`config.mk`:
```
export PLATFORM = sky130hd
export DESIGN_NAME = line_point_generator
export DESIGN_NICKNAME = d
export VERILOG_FILES = /design/src/design/lpg_pkg.sv /design/src/design/line_point_generator.sv /design/src/design/lpg_div.sv
export SDC_FILE = /design/constraint.sdc
export NUM_CORES = 1
export LEC_CHECK = 0
export BUFFER_PORTS_ARGS = -buffer_cell sky130_fd_sc_hd__buf_2
export CORE_MARGIN = 2
export CORE_UTILIZATION = 60
export DETAILED_ROUTE_END_ITERATION = 10
export PLACE_DENSITY = 0.85
export REMOVE_ABC_BUFFERS = 1
export SLEW_MARGIN = 0
export SYNTH_ARGS = -nofsm -noshare
export SYNTH_HDL_FRONTEND = slang
export SYNTH_SLANG_ARGS = --single-unit
```
`constraint.sdc`:
```
create_clock -name clk -period 15.56 [get_ports clk]
set_input_delay 3.89 -clock clk [delete_from_list [all_inputs] [get_ports clk]]
set_output_delay 3.89 -clock clk [all_outputs]
set_load 0.02 [all_outputs]
```
`src/design/lpg_pkg.sv`:
```
// ---------------------------------------------------------------------------
// lpg_pkg: shared types and constants of the line point generator
// Coordinate width, command codes, channel words and divider status.
// ---------------------------------------------------------------------------
package lpg_pkg;

  localparam int COORD_BITS = 12;
  localparam int STEP_BITS  = COORD_BITS + 1;
  localparam int PROD_BITS  = 2 * COORD_BITS;

  localparam logic CMD_START   = 1'b0;
  localparam logic CMD_ADVANCE = 1'b1;

  typedef logic [COORD_BITS-1:0] coord_t;

  typedef struct packed {
    logic   cmd;
    coord_t start_x;
    coord_t start_y;
    coord_t end_x;
    coord_t end_y;
  } line_word_t;

  typedef struct packed {
    coord_t point_x;
    coord_t point_y;
    logic   last;
  } point_word_t;

  typedef struct packed {
    logic busy;
    logic done;
  } div_sta_t;

endpackage

```
`src/design/line_point_generator.sv`:
```
// ---------------------------------------------------------------------------
// line_point_generator: line segment rasterizer
// Start loads two endpoints and gives the first point; each advance gives
// the next point along the major axis, minor axis by exact truncated ratio.
// ---------------------------------------------------------------------------
//
//  channel  | word          | handshake
//  ---------+---------------+----------------------------------------------
//  line     | line_word_t   | line_valid / line_stall, taken when !stall
//  point    | point_word_t  | point_valid / point_stall, taken when !stall
//
//  A word that makes a point passes S_MUL (multiply and start the divider),
//  S_DIV (the shared radix-2 divider, one quotient bit a cycle, then its done
//  flag) and S_DONE (form the point into the result register once the output
//  is free). line_stall drops as that point is registered, so the next word is
//  taken only then. An advance with no line active is dropped on acceptance.
//  line_stall is high while a word is in work; the finished point sits in
//  its own register, so a new word is taken while that point is stalled.
//  Reset (rst, synchronous) leaves no line active and no point pending.
//
module line_point_generator (
  input  logic                 clk,
  input  logic                 rst,
  input  logic                 line_valid,
  output logic                 line_stall,
  input  lpg_pkg::line_word_t  line_word,
  output logic                 point_valid,
  input  logic                 point_stall,
  output lpg_pkg::point_word_t point_word
);
  import lpg_pkg::*;

  typedef enum logic [3:0] {
    S_IDLE = 4'b0001,
    S_MUL  = 4'b0010,
    S_DIV  = 4'b0100,
    S_DONE = 4'b1000
  } state_t;

  state_t state, state_next;

  // per-line constants, set on start
  coord_t               s0;         // major start coordinate
  coord_t               m0;         // minor start coordinate
  coord_t               span;       // |major delta|
  coord_t               dm_mag;     // |minor delta|
  logic                 dm_neg;     // minor runs downward
  logic                 up;         // major runs upward
  logic                 major_is_y;
  logic                 line_active;
  logic [STEP_BITS-1:0] step_count;

  // start decode
  coord_t dx, dy, n_s0, n_e0, n_m0, n_m1;
  logic   n_myy;

  // datapath
  logic                 take;
  logic                 div_start;
  logic [PROD_BITS-1:0] product;
  coord_t               quo;
  div_sta_t             div_sta;
  coord_t               q_eff, major, minor;
  logic                 is_last;
  logic                 out_free;

  assign take       = line_valid && !line_stall;
  assign line_stall = (state != S_IDLE);

  always_comb begin
    dx    = (line_word.end_x >= line_word.start_x) ? line_word.end_x - line_word.start_x
                                                   : line_word.start_x - line_word.end_x;
    dy    = (line_word.end_y >= line_word.start_y) ? line_word.end_y - line_word.start_y
                                                   : line_word.start_y - line_word.end_y;
    n_myy = (dy > dx);
    n_s0  = n_myy ? line_word.start_y : line_word.start_x;
    n_e0  = n_myy ? line_word.end_y   : line_word.end_x;
    n_m0  = n_myy ? line_word.start_x : line_word.start_y;
    n_m1  = n_myy ? line_word.end_x   : line_word.end_y;
  end

  // sequencer
  always_comb begin
    state_next = state;
    case (state)
      S_IDLE: begin
        if (take && (line_word.cmd == CMD_START || line_active)) begin
          state_next = S_MUL;
        end
      end
      S_MUL:  state_next = S_DIV;
      S_DIV: begin
        if (div_sta.done) begin
          state_next = S_DONE;
        end
      end
      S_DONE: begin
        if (out_free) begin
          state_next = S_IDLE;
        end
      end
      default: state_next = S_IDLE;
    endcase
  end

  always_ff @(posedge clk) begin
    if (rst) begin
      state <= S_IDLE;
    end else begin
      state <= state_next;
    end
  end

  // line constants and step counter
  always_ff @(posedge clk) begin
    if (rst) begin
      step_count <= '0;
      major_is_y <= 1'b0;
    end else if (state == S_IDLE && take) begin
      if (line_word.cmd == CMD_START) begin
        step_count <= '0;
        major_is_y <= n_myy;
      end else if (line_active) begin
        step_count <= step_count + 1'b1;
      end
    end
  end

  always_ff @(posedge clk) begin
    if (state == S_IDLE && take && line_word.cmd == CMD_START) begin
      s0     <= n_s0;
      m0     <= n_m0;
      span   <= n_myy ? dy : dx;
      up     <= (n_e0 >= n_s0);
      dm_neg <= (n_m1 < n_m0);
      dm_mag <= (n_m1 >= n_m0) ? n_m1 - n_m0 : n_m0 - n_m1;
    end
  end

  // |minor delta| * steps, straight into the divider's remainder register
  assign div_start = (state == S_MUL);
  assign product   = PROD_BITS'(dm_mag) * PROD_BITS'(step_count[COORD_BITS-1:0]);

  lpg_div u_div (
    .clk      (clk),
    .rst      (rst),
    .start    (div_start),
    .dividend (product),
    .divisor  (span),
    .quotient (quo),
    .sta      (div_sta)
  );

  // point assembly; a zero span means a single point
  always_comb begin
    q_eff   = (span == '0) ? '0 : quo;
    minor   = dm_neg ? m0 - q_eff : m0 + q_eff;
    major   = up ? s0 + step_count[COORD_BITS-1:0] : s0 - step_count[COORD_BITS-1:0];
    is_last = (step_count >= {1'b0, span});
  end

  assign out_free = !point_valid || !point_stall;

  always_ff @(posedge clk) begin
    if (rst) begin
      point_valid <= 1'b0;
      line_active <= 1'b0;
    end else begin
      if (state == S_DONE && out_free) begin
        point_valid <= 1'b1;
        line_active <= !is_last;
      end else if (!point_stall) begin
        point_valid <= 1'b0;
      end
    end
  end

  always_ff @(posedge clk) begin
    if (state == S_DONE && out_free) begin
      point_word.point_x <= major_is_y ? minor : major;
      point_word.point_y <= major_is_y ? major : minor;
      point_word.last    <= is_last;
    end
  end

  // checks
  a_div_done_in_div: assert property (@(posedge clk) disable iff (rst)
    div_sta.done |-> state == S_DIV)
    else $error("divider finished outside the divide state");

  a_div_running: assert property (@(posedge clk) disable iff (rst)
    state == S_DIV |-> div_sta.busy || div_sta.done)
    else $error("waiting on an idle divider");

  a_point_from_done: assert property (@(posedge clk) disable iff (rst)
    $rose(point_valid) |-> $past(state == S_DONE))
    else $error("point word appeared without a finished computation");

  a_last_ends_line: assert property (@(posedge clk) disable iff (rst)
    point_valid && point_word.last |-> !line_active)
    else $error("line still active after its last point");

endmodule

```
`src/design/lpg_div.sv`:
```
// ---------------------------------------------------------------------------
// lpg_div: radix-2 restoring divider
// Unsigned product / span, one quotient bit per cycle. The caller guarantees
// that the quotient fits in COORD_BITS bits.
// ---------------------------------------------------------------------------
module lpg_div (
  input  logic                         clk,
  input  logic                         rst,
  input  logic                         start,
  input  logic [lpg_pkg::PROD_BITS-1:0] dividend,
  input  lpg_pkg::coord_t              divisor,
  output lpg_pkg::coord_t              quotient,
  output lpg_pkg::div_sta_t            sta
);
  import lpg_pkg::*;

  localparam int CNT_BITS = $clog2(COORD_BITS);

  logic [PROD_BITS-1:0] rem;
  logic [PROD_BITS-1:0] dsh;
  logic [CNT_BITS-1:0]  cnt;
  logic                 busy;
  logic                 done;
  logic                 fits;

  assign fits = (rem >= dsh);

  always_ff @(posedge clk) begin
    if (rst) begin
      busy <= 1'b0;
      done <= 1'b0;
      cnt  <= '0;
    end else begin
      done <= 1'b0;
      if (start) begin
        busy <= 1'b1;
        cnt  <= CNT_BITS'(COORD_BITS - 1);
      end else if (busy) begin
        cnt <= cnt - 1'b1;
        if (cnt == '0) begin
          busy <= 1'b0;
          done <= 1'b1;
        end
      end
    end
  end

  // divisor aligned to the top quotient bit, walked down one place a cycle
  always_ff @(posedge clk) begin
    if (start) begin
      rem      <= dividend;
      dsh      <= {1'b0, divisor, {(COORD_BITS-1){1'b0}}};
      quotient <= '0;
    end else if (busy) begin
      if (fits) begin
        rem <= rem - dsh;
      end
      dsh      <= dsh >> 1;
      quotient <= {quotient[COORD_BITS-2:0], fits};
    end
  end

  assign sta.busy = busy;
  assign sta.done = done;

endmodule

```
-- Word-level counts from Yosys, hierarchy flattened
Cells that the tools add are included.
- bits in registers: 160
- input port bits: 53
- output and inout port bits: 27
- logic and storage cells: 109
- add/sub/neg operators: 13
- multipliers: 1
- order comparisons: 8
- equal/unequal tests: 10
- multiplexer cells: 32
- bitwise logic cells: 2
- reductions and logical operators: 21
- operators by type and width (operator ; number):
    $mux 12 ; 13
    $sub 12x12->12 ; 8
    $mux 24 ; 3
    $ge 12x12->1 ; 4
    $mux 23 ; 2
    $mux 13 ; 2
    $add 12x12->12 ; 2
    $ge 24x23->1 ; 1
    $mul 12x12->24 ; 1
    $sub 24x23->24 ; 1
    $mux 4 ; 5
    $pmux 4 s4 ; 1
    $add 13x1->13 const B ; 1
    $ge 13x12->1 ; 1
    $gt 12x12->1 ; 1
    $logic_not 12->1 ; 1
    $lt 12x12->1 ; 1
    $mux 1 ; 6
    $ne 2x1->1 const B ; 3
    $reduce_and 2->1 ; 3
    $logic_and 1x1->1 ; 5
    $eq 4x1->1 const B ; 1
    $eq 4x2->1 const B ; 1
    $eq 4x3->1 const B ; 1
    12 further kinds ; 19

-- Depth between registers and ports, before layout
Gate-level depths: netlist (run 1).
- depth in word-level cells: 6
- gate-level depth with buffers: 39
- gate-level depth less buffers: 35

-- Cells and area by module
From an unflattened synthesis (run 1), not the netlist that was laid out.
- cells, all modules: 2093
- area, all modules: 18026.0 µm²
- modules (own cells, without submodules) (module ; times used ; cells each ; area an instance (µm²) ; seq. area each (µm²)):
    line_point_generator ; 1 ; 1665 ; 14136.1 ; 2652.5
    lpg_div ; 1 ; 428 ; 3890.0 ; 1661.6

-- Least setup slack after synthesis (run 1)
No wires, ideal clock.
- path type: in2reg
- from: input port line_word[0] (netlist bit)
- to: register dm_mag[9], data pin
- library setup time: 0.260 ns
- arrival: 10.304 ns
- setup slack: 4.996 ns
- stages on the path: 37
- path through: inv_1 > ha_1 > inv_1 > fa_1 > a21oi_1 > and4b_1 > o211ai_1 > a31oi_1 > nor2_1 > buf_2 > nand3_1 > nand3_1 > xnor2_1 > inv_1 > ha_1 > a21o_1 > a21o_1 > a21oi_1 > nor2_1 > a2111oi_0 > nor2_1 > clkbuf_1 > a21o_1 > inv_1 > ha_1 > inv_1 > fa_1 > a21o_1 > a21oi_1 > o311a_1 > a31o_1 > and2_1 > buf_6 > mux2_4 > o2111ai_2 > a41oi_2 > xnor2_1
- longest elaborated chain between the ends: 6
- ends and longest elaborated chain (item ; line ; source):
    start: declaration ; line_point_generator.sv:26 ; input lpg_pkg::line_word_t line_word,
    $sub 12x12->12, or another cell as far along ; line_point_generator.sv:74 ; : line_word.start_y - line_word.end_y;
    $mux 12 ; line_point_generator.sv:73 ; dy = (line_word.end_y >= line_word.start_y) ? line_word.end_y - line_word.start_y
    $gt 12x12->1 ; line_point_generator.sv:75 ; n_myy = (dy > dx);
    $mux 12 (on tied branches) ; line_point_generator.sv:78, line_point_generator.sv:79 ;
    $sub 12x12->12 or $ge 12x12->1 (tied branches) ; line_point_generator.sv:136 ; dm_mag <= (n_m1 >= n_m0) ? n_m1 - n_m0 : n_m0 - n_m1;
    $mux 12 * ; line_point_generator.sv:136 ;
    end signal: assignment ; line_point_generator.sv:136 ;
    end: declaration ; line_point_generator.sv:46 ; coord_t dm_mag;
Mark *: on every way between the ends. The rest lies on a longest branch, timed or not.
A chain may end at the register's enable or synchronous reset.

-- Worst setup path in the final report (run 1)
Same ends and word-level chain as after synthesis.

==> results of run 1 <==
[per-layer routing]
metal,track usage,up-vias
met5,0,-
met4,0.1391,2
met3,0.04589,140
met2,0.5187,677
met1,0.3867,7178
li1,-,6972
[where the power goes]
part           internal (mW)  leakage (nW)  switching [mW]
sequential             0.562          1.42           0.100
combinational          0.472          7.40           0.749
clock                  0.213         0.272           0.202
[final timing paths]
| path | start | to | cells after the start |
|---|---|---|---|
| worst max register to register | step_count[3] | u_div.rem[20] | 17 |
| worst min register to register | state[1] | state[3] | 1 |
| worst min-delay path | state[1] | state[3] | 1 |
| worst max-delay path | line_word[0] | dm_mag[9] | 36 |
[area by class of cell]
type                    count  area, um2  share of cell area
repair buffers             87      455.4             0.02415
well taps                 384      480.5             0.02547
diodes                      1      2.502           0.0001327
clock inverters            15      147.6            0.007828
multi-input cells        1515      11920              0.6318
flip-flops and latches    160       4315              0.2288
clock buffers              17      425.4             0.02256
inverters                 298       1119             0.05931
[registers in the layout, summed over array words and instances (netlist names), 12 cells and up]
register	cells
u_div.dsh	23
point_word	25
span	12
m0	12
u_div.rem	24
dm_mag	12
u_div.quotient	12
step_count	13
s0	12
[cells in the mapped netlist, types with 10 or more instances]
library cell  count  area share
o21a_1           11      0.0047
xor2_1           55       0.027
nand2_1         202       0.043
xnor2_1          58       0.029
inv_1           298       0.063
a21oi_1         145       0.041
nor3_1           28      0.0079
dfxtp_1          49       0.056
mux2i_1          49       0.028
o21bai_1         10      0.0042
ha_1            216        0.15
nor2_1          145       0.031
nand2b_1         24      0.0085
nor2b_1          18      0.0064
clkbuf_1         75       0.016
a21o_1           75       0.032
nand4_1          18      0.0064
or3_1            13      0.0046
o21ai_0         117       0.033
fa_1            109        0.12
a31oi_1          24      0.0085
nand3_1          35      0.0099
edfxtp_1        111        0.19
and2_1           46       0.016
[cells by family after synthesis]
logic type      Yosys count
simple gates            569
buf+inv                 387
compound gates          450
xor+xnor                113
flops                   160
fa+ha+maj               325
mux                      58
==> results.cfg, run 1 <==
[place]
pre_cts_ws_ns = 2.740
port-buffer-count = 79
dpl-instance-area_um2 = 18290
gp_congestion = 0.9656
hpwl_um = 36100
placed_cells = 2444

[setup_path]
critPathLaunchType = input port
worstPathArrival_ns = 12.76
cp-end-kind = register
crit_required_ns = 15.75
critical_path_buf_inv_count = 7
ff2ff_setup_slack_ns = 9.14
path_max_fanout = 45
critPathMostFrequentCell = inv_1
slowest_stage = nor2_1
max_stage_delay_ns = 0.91
worst-setup-path-type = in2reg
cp_top_family = compound AO/OA/AOI/OAI gates

[timing]
setup_viol = 0
fmax_mhz = 79.53
finalCritPeriodShare = 0.8080
finalSetupTns_ns = 0
hold_violations = 0
rsz0062_at_grt = no
setup_slack_ns = 2.987
max_slew_margin = 0.2065
finalClockSkew_ns = 0.01889
maxSlewViolCount = 0
min_period_ns = 12.57
worst_pin_slew_ns = 1.186
worst_hold_slack_ns = 0.5155

[final_layout]
areaGrowthSynthToFinish_pct = 6.711
finish.utilization = 0.6536
fillers = 2317
layout_commonest_cell = inv_1
fin_cells = 2477
mostFrequentLayoutCells = inv_1 (298), ha_1 (216), nand2_1 (202), a21oi_1 (144), nor2_1 (143)
finalNetCount = 2457
fin_area_um2 = 18860
drive_gt1_frac = 0.06979

[power]
power_density_nw_per_um2 = 121.8
leakagePower_nw = 9.086
ir_drop_uv = 102.5
power_mw = 2.297

[synth]
synth-async-reset-ratio = 0
synthCells = 2062
avgSynthCellArea_um2 = 8.572
ys_seq_area_frac = 0.2441
synthSimpleGateAreaFrac = 0.1506
synth-edff-count = 111
muxShareOfSynthArea = 0.03384
synth_cell_type_count = 72
synth_xor_xnor_area_share = 0.05600
synth_warnings = 0
synthFlopType = edfxtp_1
synth-compound-area-share = 0.1557
ys_ff_latch = 160
synthAdderAreaFrac = 0.2764
synth_top_family_by_area = adder cells
synthesis.area_um2 = 17670

[routing]
dr_wl_met2_um = 22090
highest_layer = met5
wirelength_met1_um = 19310
via_count = 14970
routed_wl_um = 46320
dr.pass1.iters = 6
met3_length_um = 2932
ant_nets = 0
drtIter0Drc = 1483
vias_per_cell = 6.043
post-route-drc-count = 0
wire_per_inst_um = 18.70

[clocking]
clk_path_buf_depth = 2
numCtsBuffers = 17
numClockSinks = 160
path_clk_slew_ns = 0.08
root_buffer = clkbuf_16
cts_tree = done
ctsHoldBuffers = 0
ctsResizeCount = 0
cts-htree-levels = 4
post-cts-setup-buffers = 0
clock_latency_ns = 0.45

[global_routing]
grt_max_degree = 57
antenna_found_initial = 1
grt_pass1_wl_um = 75220
grt-ovfl-total = 0
first_global_vias = 14750
grt_util_all_layers = 0.3057

[min_path]
hp-class = reg2reg

[floorplanning]
coreArea_um2 = 28860
die_area_um2 = 30850
die_w_um = 175.6
die_h_um = 175.6
initial_core_util = 0.6125
rows = 62
io_pins = 80

[outcome]
outcome = complete, no violations

[flow_run]
cap_viol_max_count = 0
Power figures use the tool's default switching activity.
==> inputs of run 2 (changes only) <==
- ABC_AREA: unset -> 1
- CORE_UTILIZATION: 60 -> 58
- PLACE_DENSITY: 0.85 -> 0.86
- clock period: 15.56 -> 10.9 ns (I/O delays scaled with it)
==> results.cfg, run 2 <==
[floorplanning]
initial_core_util = 0.5857
die_h_um = 184.8
coreArea_um2 = 32370
rows = 66
io_pins = 80
die_area_um2 = 34150
die_w_um = 184.8

[setup_path]
path_max_fanout = 75
crit_required_ns = 11.08
cp-end-kind = register
ff2ff_setup_slack_ns = 5.19
max_stage_delay_ns = 0.62
slowest_stage = buf_4
critPathMostFrequentCell = nand2_1
worstPathArrival_ns = 8.82
critPathLaunchType = input port
worst-setup-path-type = in2reg

[power]
power_density_nw_per_um2 = 202.5
leakagePower_nw = 10.55
power_mw = 4.077
ir_drop_uv = 131.1

[place]
gp_congestion = 1.017
hpwl_um = 41900
port-buffer-count = 79
dpl-instance-area_um2 = 19580

[global_routing]
grt_util_all_layers = 0.3090
grt-ovfl-total = 0
grt_max_degree = 76
grt_pass1_wl_um = 83770
antenna_found_initial = 0
first_global_vias = 17010

[synth]
synth_top_family_by_area = adder cells
yosys-top-cells-count = nand2_1 (662), inv_1 (496), ha_1 (216)
synthesis.area_um2 = 18960
muxShareOfSynthArea = 0
netlist.area_leader.share = 0.1758
yosysTopAreaCell = edfxtp_1
synth_cell_type_count = 55
synth_most_common_cell = nand2_1
synthSimpleGateAreaFrac = 0.2120
synthFlopType = edfxtp_1
synth_xor_xnor_area_share = 0.04389
synthAdderAreaFrac = 0.2576
synth_warnings = 0
synth-compound-area-share = 0.1376
synthCells = 2612
synth-edff-count = 111
avgSynthCellArea_um2 = 7.259
synth-async-reset-ratio = 0
netlist_top_cells_area = edfxtp_1 (18%), ha_1 (14%), nand2_1 (13%)
ys_ff_latch = 160
ys_seq_area_frac = 0.2275

[timing]
rsz0062_at_grt = no
max_slew_margin = 0.2701
finalSetupTns_ns = 0
setup_viol = 0
maxSlewViolCount = 0
fmax_mhz = 115.8
min_period_ns = 8.634
finalClockSkew_ns = 0.01331
finalCritPeriodShare = 0.7921
hold_violations = 0
worst_pin_slew_ns = 1.092
worst_hold_slack_ns = 0.4958

[final_layout]
fin_area_um2 = 20130
finalNetCount = 3010
largest_register = point_word
n_antenna_cell = 0
layout_commonest_cell = nand2_1
mostFrequentLayoutCells = nand2_1 (661), inv_1 (496), ha_1 (216), o21ai_0 (195), a21oi_1 (157)
drive_gt1_frac = 0.06125
fillers = 2765
areaGrowthSynthToFinish_pct = 6.184
reg_top3 = point_word: 25 flops, u_div.rem: 24 flops, u_div.dsh: 23 flops
largest_register_ffs = 25

[flow_run]
cap_viol_max_count = 0

[clocking]
ctsResizeCount = 0
root_buffer = clkbuf_16
cts_tree = done
numCtsBuffers = 17
numClockSinks = 160
cts-htree-levels = 4
ctsHoldBuffers = 0
post-cts-setup-buffers = 0
clock_latency_ns = 0.43
clk_path_buf_depth = 2
path_clk_slew_ns = 0.07

[routing]
dr.pass1.iters = 8
via_count = 17500
drtIter0Drc = 1865
wire_per_inst_um = 16.77
routed_wl_um = 51760
post-route-drc-count = 0
vias_per_cell = 5.669
ant_nets = 0

[outcome]
outcome = complete, no violations

[min_path]
hp-class = reg2reg
[run 2: logic make-up after synthesis]
logic type               Yosys count
XOR/XNOR                          95
AND/OR/NAND/NOR                  972
flip-flops                       160
adder cells (fa/ha/maj)          325
AO/OA/AOI/OAI                    469
buffers and inverters            591
[run 2: final timing paths]
kind	startpoint	endpoint	depth (start not counted)
setup / recovery	line_word[0]	dm_mag[7]	31
hold / removal	u_div.cnt[3]	u_div.done	1
setup reg to reg	step_count[5]	u_div.rem[12]	18
hold reg to reg	u_div.cnt[3]	u_div.done	1
[run 2: layout make-up]
| class | count | area (um2) | area share |
|---|---|---|---|
| Clock buffer | 19 | 432.9 | 0.02150 |
| Multi-Input combinational cell | 1861 | 12360 | 0.6139 |
| Inverter | 505 | 1896 | 0.09416 |
| Tap cell | 442 | 553.0 | 0.02747 |
| Sequential cell | 160 | 4314 | 0.2143 |
| Timing Repair Buffer | 87 | 455.4 | 0.02262 |
| Clock inverter | 13 | 121.4 | 0.006029 |
[run 2: per-stage QoR]
step	utilization	cells	setup WS [ns]
after floorplan	-	2526	2.068
after global routing	0.6219	3087	1.762
after global placement	0.6048	3055	2.206
after CTS	0.6219	3087	2.466
final	0.6219	3087	2.266
after detailed placement	0.6048	3055	2.030
[run 2: layer usage]
| layer | global-route usage | vias to the layer above | share of wire |
|---|---|---|---|
| li1 | - | 8372 | - |
| met1 | 0.3957 | 8206 | 0.42 |
| met2 | 0.5306 | 787 | 0.48 |
| met3 | 0.03657 | 135 | 0.070 |
| met4 | 0.1267 | 0 | 0.035 |
| met5 | 0 | - | 0 |
[run 2: report_power, final]
part           internal, mW  leakage, nW  total, mW  switching [mW]
registers             0.900         1.41       1.07           0.172
clock network         0.301        0.266      0.579           0.278
logic                 0.813         8.87       2.43            1.61
[run 2: critical path: cells and delay by family]
family,cells,cell delay (ns)
xor gates and xnor gates,1,0.14
AOI/OAI and AO/OA,9,1.39
adders and majority gates,4,1.36
buffers and inverters,7,1.28
and+or+nand+nor,10,1.90
